## src/rtl/trst_pkg.sv

```systemverilog
// Shared types, constants and tables for the truss stiffness triplet core.
// No dependencies.
package trst_pkg;

    localparam int MAX_NODES = 65536;
    localparam int RANGE_W   = 25;     // holds the node limit up to 2^24
    localparam int NODE_W    = 16;
    localparam int COORD_W   = 32;
    localparam int CFG_W     = 32;
    localparam int IDX_W     = 18;
    localparam int VAL_W     = 48;
    localparam int COS_W     = 31;     // Q1.30 cosine magnitude
    localparam int PROD_W    = 32;     // rounded cosine product, Q.30
    localparam int MAG_W     = 34;     // entry magnitude, Q.16; never reaches the 47-bit limit
    localparam int N_AXIS    = 3;
    localparam int N_ENTRY   = 9;
    localparam int N_PROD    = 6;

    typedef enum logic [0:0] {
        CFG_AXIAL_STIFFNESS = 1'b0,
        CFG_INVERSE_LENGTH  = 1'b1
    } cfg_index_t;

    typedef logic [1:0] axis_t;
    typedef logic [2:0] prod_t;
    typedef logic [3:0] entry_t;

    typedef struct packed {
        logic        [NODE_W-1:0]  start_node;
        logic        [NODE_W-1:0]  end_node;
        logic signed [COORD_W-1:0] start_x;
        logic signed [COORD_W-1:0] start_y;
        logic signed [COORD_W-1:0] start_z;
        logic signed [COORD_W-1:0] end_x;
        logic signed [COORD_W-1:0] end_y;
        logic signed [COORD_W-1:0] end_z;
    } item_t;

    typedef struct packed {
        logic        [IDX_W-1:0] row_index;
        logic        [IDX_W-1:0] column_index;
        logic signed [VAL_W-1:0] stiffness_value;
        logic                    last;
    } result_t;

    // One classified element as handed from front to back.
    typedef struct packed {
        logic [IDX_W-1:0]                 base0;   // 3 * start_node
        logic [IDX_W-1:0]                 base1;   // 3 * end_node
        logic [N_AXIS-1:0]                neg;     // cosine sign per axis
        logic [N_ENTRY-1:0]               mask;    // nonzero entries of one node pair
        logic [N_PROD-1:0][MAG_W-1:0]     mag;     // xx, yy, zz, xy, xz, yz
    } elem_t;

    typedef struct packed {
        logic   found;
        entry_t idx;
    } pick_t;

    // Entry order within a node pair: xx, yx, xy, zx, xz, yy, yz, zy, zz.
    localparam axis_t AXIS_ROW [N_ENTRY] = '{2'd0, 2'd1, 2'd0, 2'd2, 2'd0, 2'd1, 2'd1, 2'd2, 2'd2};
    localparam axis_t AXIS_COL [N_ENTRY] = '{2'd0, 2'd0, 2'd1, 2'd0, 2'd2, 2'd1, 2'd2, 2'd1, 2'd2};
    localparam prod_t PROD_SEL [N_ENTRY] = '{3'd0, 3'd3, 3'd3, 3'd4, 3'd4, 3'd1, 3'd5, 3'd5, 3'd2};

    // Operand axes of each distinct product.
    localparam axis_t PROD_A [N_PROD] = '{2'd0, 2'd1, 2'd2, 2'd0, 2'd0, 2'd1};
    localparam axis_t PROD_B [N_PROD] = '{2'd0, 2'd1, 2'd2, 2'd1, 2'd2, 2'd2};

    // Lowest set mask bit at or above lo.
    function automatic pick_t first_from(input logic [N_ENTRY-1:0] mask, input entry_t lo);
        pick_t pick;
        pick = '0;
        for (int n = N_ENTRY - 1; n >= 0; n--)
        begin
            if (mask[n] && (entry_t'(n) >= lo))
            begin
                pick.found = 1'b1;
                pick.idx   = entry_t'(n);
            end
        end
        return pick;
    endfunction

endpackage

```

## src/rtl/trst_back.sv

```systemverilog
// Back end: walks the nonzero entries of each element over the four node pairs,
// one triplet per cycle while its two-word result queue has room. Depends on trst_pkg.
module trst_back (
    input  logic              clk,
    input  logic              rst_n,
    input  logic              q_valid,
    input  trst_pkg::elem_t   q_word,
    output logic              q_pop,
    output logic              empty,
    input  logic              pop,
    output trst_pkg::result_t result
);
    import trst_pkg::*;

    elem_t      cur_reg, cur_next;
    logic       cur_valid_reg, cur_valid_next;
    logic [1:0] pair_reg, pair_next;
    entry_t     k_reg, k_next;

    result_t    ofifo_reg [2];
    logic       owr_ptr_reg, ord_ptr_reg;
    logic [1:0] ocnt_reg;

    pick_t      nxt, restart, first_new;
    logic       final_entry, emit, load, do_pop;
    logic       i_sel, j_sel, neg;
    logic [MAG_W-1:0] mag;
    result_t    trip;

    assign nxt         = first_from(cur_reg.mask, k_reg + entry_t'(1));
    assign restart     = first_from(cur_reg.mask, entry_t'(0));
    assign first_new   = first_from(q_word.mask, entry_t'(0));
    assign final_entry = (pair_reg == 2'd3) && !nxt.found;
    assign emit        = cur_valid_reg && (ocnt_reg != 2'd2);
    // take the next element in the cycle the current one finishes
    assign load        = q_valid && (!cur_valid_reg || (emit && final_entry));
    assign q_pop       = load;
    assign do_pop      = pop && (ocnt_reg != 2'd0);

    always_comb
    begin
        i_sel = pair_reg[1];
        j_sel = pair_reg[0];
        mag   = cur_reg.mag[PROD_SEL[k_reg]];
        neg   = cur_reg.neg[AXIS_ROW[k_reg]] ^ cur_reg.neg[AXIS_COL[k_reg]] ^ i_sel ^ j_sel;
        trip.row_index    = (i_sel ? cur_reg.base1 : cur_reg.base0)
                          + {{(IDX_W-2){1'b0}}, AXIS_ROW[k_reg]};
        trip.column_index = (j_sel ? cur_reg.base1 : cur_reg.base0)
                          + {{(IDX_W-2){1'b0}}, AXIS_COL[k_reg]};
        trip.stiffness_value = neg ? (VAL_W'(0) - {{(VAL_W-MAG_W){1'b0}}, mag})
                                   : {{(VAL_W-MAG_W){1'b0}}, mag};
        trip.last = final_entry;
    end

    always_comb
    begin
        cur_next       = cur_reg;
        cur_valid_next = cur_valid_reg;
        pair_next      = pair_reg;
        k_next         = k_reg;
        if (load)
        begin
            cur_next       = q_word;
            cur_valid_next = 1'b1;
            pair_next      = 2'd0;
            k_next         = first_new.idx;
        end
        else if (emit)
        begin
            priority if (final_entry)
                cur_valid_next = 1'b0;
            else if (nxt.found)
                k_next = nxt.idx;
            else
            begin
                pair_next = pair_reg + 2'd1;
                k_next    = restart.idx;
            end
        end
    end

    assign empty  = ocnt_reg == 2'd0;
    assign result = ofifo_reg[ord_ptr_reg];

    always_ff @(posedge clk or negedge rst_n)
    begin
        if (!rst_n)
        begin
            cur_valid_reg <= 1'b0;
            pair_reg      <= 2'd0;
            k_reg         <= '0;
            owr_ptr_reg   <= 1'b0;
            ord_ptr_reg   <= 1'b0;
            ocnt_reg      <= 2'd0;
        end
        else
        begin
            cur_valid_reg <= cur_valid_next;
            pair_reg      <= pair_next;
            k_reg         <= k_next;
            owr_ptr_reg   <= owr_ptr_reg ^ emit;
            ord_ptr_reg   <= ord_ptr_reg ^ do_pop;
            ocnt_reg      <= ocnt_reg + {1'b0, emit} - {1'b0, do_pop};
        end
    end

    always_ff @(posedge clk)
    begin
        cur_reg <= cur_next;
        if (emit)
            ofifo_reg[owr_ptr_reg] <= trip;
    end

endmodule

```

## config.mk

```make
export PLATFORM = sky130hd
export DESIGN_NAME = trst_back
export DESIGN_NICKNAME = d
export VERILOG_FILES = /design/src/rtl/trst_pkg.sv /design/src/rtl/trst_back.sv
export SDC_FILE = /design/constraint.sdc
export NUM_CORES = 1
export LEC_CHECK = 0
export BUFFER_PORTS_ARGS = -buffer_cell sky130_fd_sc_hd__buf_2
export CAP_MARGIN = 0
export CORE_AREA = 2 2 192 194
export DETAILED_ROUTE_END_ITERATION = 12
export DIE_AREA = 0 0 194 196
export PLACE_DENSITY_LB_ADDON = 0.25
export SLEW_MARGIN = 20
export SYNTH_ARGS = -nofsm -noshare
export SYNTH_HDL_FRONTEND = slang
export SYNTH_SLANG_ARGS = --single-unit
export TNS_END_PERCENT = 30
```

## constraint.sdc

```tcl
create_clock -name clk -period 15.6 [get_ports clk]
set_clock_uncertainty 0.15 [all_clocks]
set_input_delay 3.12 -clock clk [delete_from_list [all_inputs] [get_ports clk]]
set_output_delay 3.12 -clock clk [all_outputs]
set_load 0.01 [all_outputs]
```

==> out/summary.txt <==
Library cells used by synthesis - 68
Root Driver - clkbuf_16
Fraction of power spent switching nets - 37.6%
Crit Path Max Fanout - 22
Clock power share - 19.3%
Total number of vias - 10900
Worst path max stage delay - 760 ps
Met3 WL - 3.40 mm
Register share of total power - 35.4%
Clk slew on worst S/H paths - 60 ps
EDFF count, synth - 396
Crit end category - output pin
VDD IR max - 150 µV
Max Cap Viol - 0
Fmax - 0.137 GHz
Starting density of the core - 49.4%
CP top delay family - compound AO/OA/AOI/OAI gates
Post-synth top cells - 396 x edfxtp_1, 82 x mux2_2, 77 x mux2i_1
All-Layer GR Usage - 21.3%
Gr ovfl total - 0
H-tree Lvls - 2
Hpwl dp - 28.6 mm
P_leak - 7.78 nW
FILL cells - 2800
Tcrit/Tclk final - 46.6%
Post-Syn Area - 17800 µm²
Worst path slowest cell - dfrtp_1
Critical Path AT - 4010 ps
Largest area contributor in the netlist - edfxtp_1
CTS max path bufs - 3
Cell area after layout - 21300 µm²
Number of failing hold endpoints at the final stage - 0
Share of the synthesized area in the top cell type - 66.7%
Initial antenna violation count - 13
Largest net degree at the start of global routing - 177
Nets - 1766
Drt wl/cell - 20.4 µm
Die Height - 196 µm
Rel. slew slack - 27.8%
Drt drc - 0
Via/cell ratio - 5.48
Combinational power share - 45.3%
Final Util - 59.1%
Internal power - 0.00333 W
Post-CTS Resized - 0
IO Count - 343
#FFs+latches synth - 407
Highest metal used - met5
DRT iter0 DRCs - 661
First-pass GRT wire length - 61.7 mm
Worst slew pin tran - 1080 ps
Sequential area share after synthesis - 68.2%
Async S/R FF share, synth - 2.70%
Die X - 194 µm
Layout cells sized above 1 - 35.1%
Number of flip-flops under the largest register name - 252
Post-CTS Setup Bufs - 0
Post-DP Area - 19900 µm²
Row count - 70
Syn_area_per_cell - 15.3 µm²
Main area contributors after synthesis - edfxtp_1 67%, mux2_2 5.2%, mux2i_1 4.3%, xnor2_1 2.3%, a21oi_1 1.5%
Post-Route M1 WL - 17.1 mm
Synthesis-to-finish area growth - 19.5%
Post-CTS Hold Buffers - 0
Post-Syn Instances - 1165
Syn nets - 1439
Synth Flop Type - edfxtp_1
Core area - 36100 µm²
Power Dens Cells - 250 nW/µm²
Setup TNS - 0 ps
Critical path class - reg -> out
TritonCTS buffer count - 43
Fin crit period - 7280 ps
Startpoint Class - register
Post-Route WL - 40.8 mm
Hold Path Class - reg -> reg
Drt first pass iters - 6
Status - finished clean
Final slew viol count - 0
Final ANT Viol Nets - 0
Die area - 38000 µm²
CP Buf/Inv Count - 2
Critical Path, Cell by Cell - inv_1, ha_1, or3b_1, a21oi_1, nand2b_1, o21a_1, o41a_1, nor2b_4, buf_2
Yosys warns - 0
IO Port Bufs - 342
Critical Path RT - 12330 ps
Later-pin clock latency in the skew report - 580 ps
Met2 wire length - 19.3 mm
Most numerous cell in the Yosys netlist - edfxtp_1
Clock sink total - 407
RSZ-0062 raised after global routing - false
Final setup viols - 0
CTS tree - built
Vias in the first global route - 10900
Sw Pwr - 0.00201 W
Power Total - 0.00533 W
RD Place Congestion - 0.865
## layer usage
layer / vias up / track usage (%)
met1: 5284 / 27.8
met4: 14 / 7.15
li1: 5159 / -
met3: 73 / 5.71
met5: - / 0
met2: 414 / 34.8
## final timing paths
check | startpoint | to | slack (ps) | cells after the start
max in group asynchronous | rst_n | ord_ptr_reg$_DFF_PN0_ | 12760 | 1
worst max register to register | k_reg[2]$_DFFE_PN0P_ | cur_reg[96]$_DFFE_PP_ | 9980 | 10
worst min register to register | ocnt_reg[0]$_DFF_PN0_ | ocnt_reg[0]$_DFF_PN0_ | 410 | 1
min in group asynchronous | rst_n | owr_ptr_reg$_DFF_PN0_ | 2290 | 1
worst max-delay path | k_reg[2]$_DFFE_PN0P_ | q_pop | 8320 | 9
worst min-delay path | ocnt_reg[0]$_DFF_PN0_ | ocnt_reg[0]$_DFF_PN0_ | 410 | 1
## cell families after synthesis
| family | after synthesis | synth area share [%] |
|---|---|---|
| buffers and inverters | 97 | 2.92 |
| XOR/XNOR | 74 | 3.63 |
| AND/OR/NAND/NOR | 196 | 5.70 |
| multiplexers | 159 | 9.50 |
| adder cells (fa/ha/maj) | 18 | 1.35 |
| AO/OA/AOI/OAI | 214 | 8.70 |
| flip-flops | 407 | 68.2 |
## layout by cell type, fill, tap and decap left out, types with 6 or more instances in the layout
cell	Yosys	layout
nor3_1	10	10
dfrtp_1	11	8
mux2i_1	77	77
o22ai_1	23	23
o41ai_2	9	9
buf_4	17	10
xnor2_1	46	46
a31oi_1	7	7
o31ai_1	7	7
inv_1	26	26
xor2_1	28	27
mux2_2	82	82
clkinv_1	0	10
a22o_1	25	25
nand3_1	26	26
a211oi_1	21	21
edfxtp_1	396	396
bufinv_16	0	6
ha_1	16	14
diode_2	0	6
nor4_1	9	9
nand2_1	57	57
nor2b_1	7	6
buf_2	9	342
o21ai_0	28	28
a21oi_1	55	54
clkinv_2	0	7
nor2_1	44	44
clkbuf_16	0	43
nand2b_1	8	8
## power by group through the flow
stage               combinational, W  sequential (W)  clock (W)
global placement             0.00238         0.00190          0
detailed placement           0.00243         0.00191          0
CTS                          0.00244         0.00189    0.00105
finish                       0.00241         0.00189    0.00103
global route                 0.00264         0.00192    0.00110
floorplan                    0.00182         0.00184          0
## layout make-up
type	instances	area, µm²	share of cell area [%]
Sequential cell	407	12200	57.1
Multi-Input combinational cell	661	5210	24.5
Timing Repair Buffer	353	1810	8.48
Clock buffer	48	1090	5.14
Tap cell	468	586	2.75
Clock inverter	29	329	1.54
Inverter	26	97.6	0.458
Antenna cell	6	15.0	0.0704
## through the flow
step                      worst slack, ps  hold WS [ps]  instances
after CTS                            8330           404       1992
after detailed placement             8740           391       1915
after floorplan                      6090           352       1165
after global placement               8750           364       1915
final                                8320           406       1998
after global routing                 8050           441       1994
Note: power is estimated with default switching activity, not from simulation.
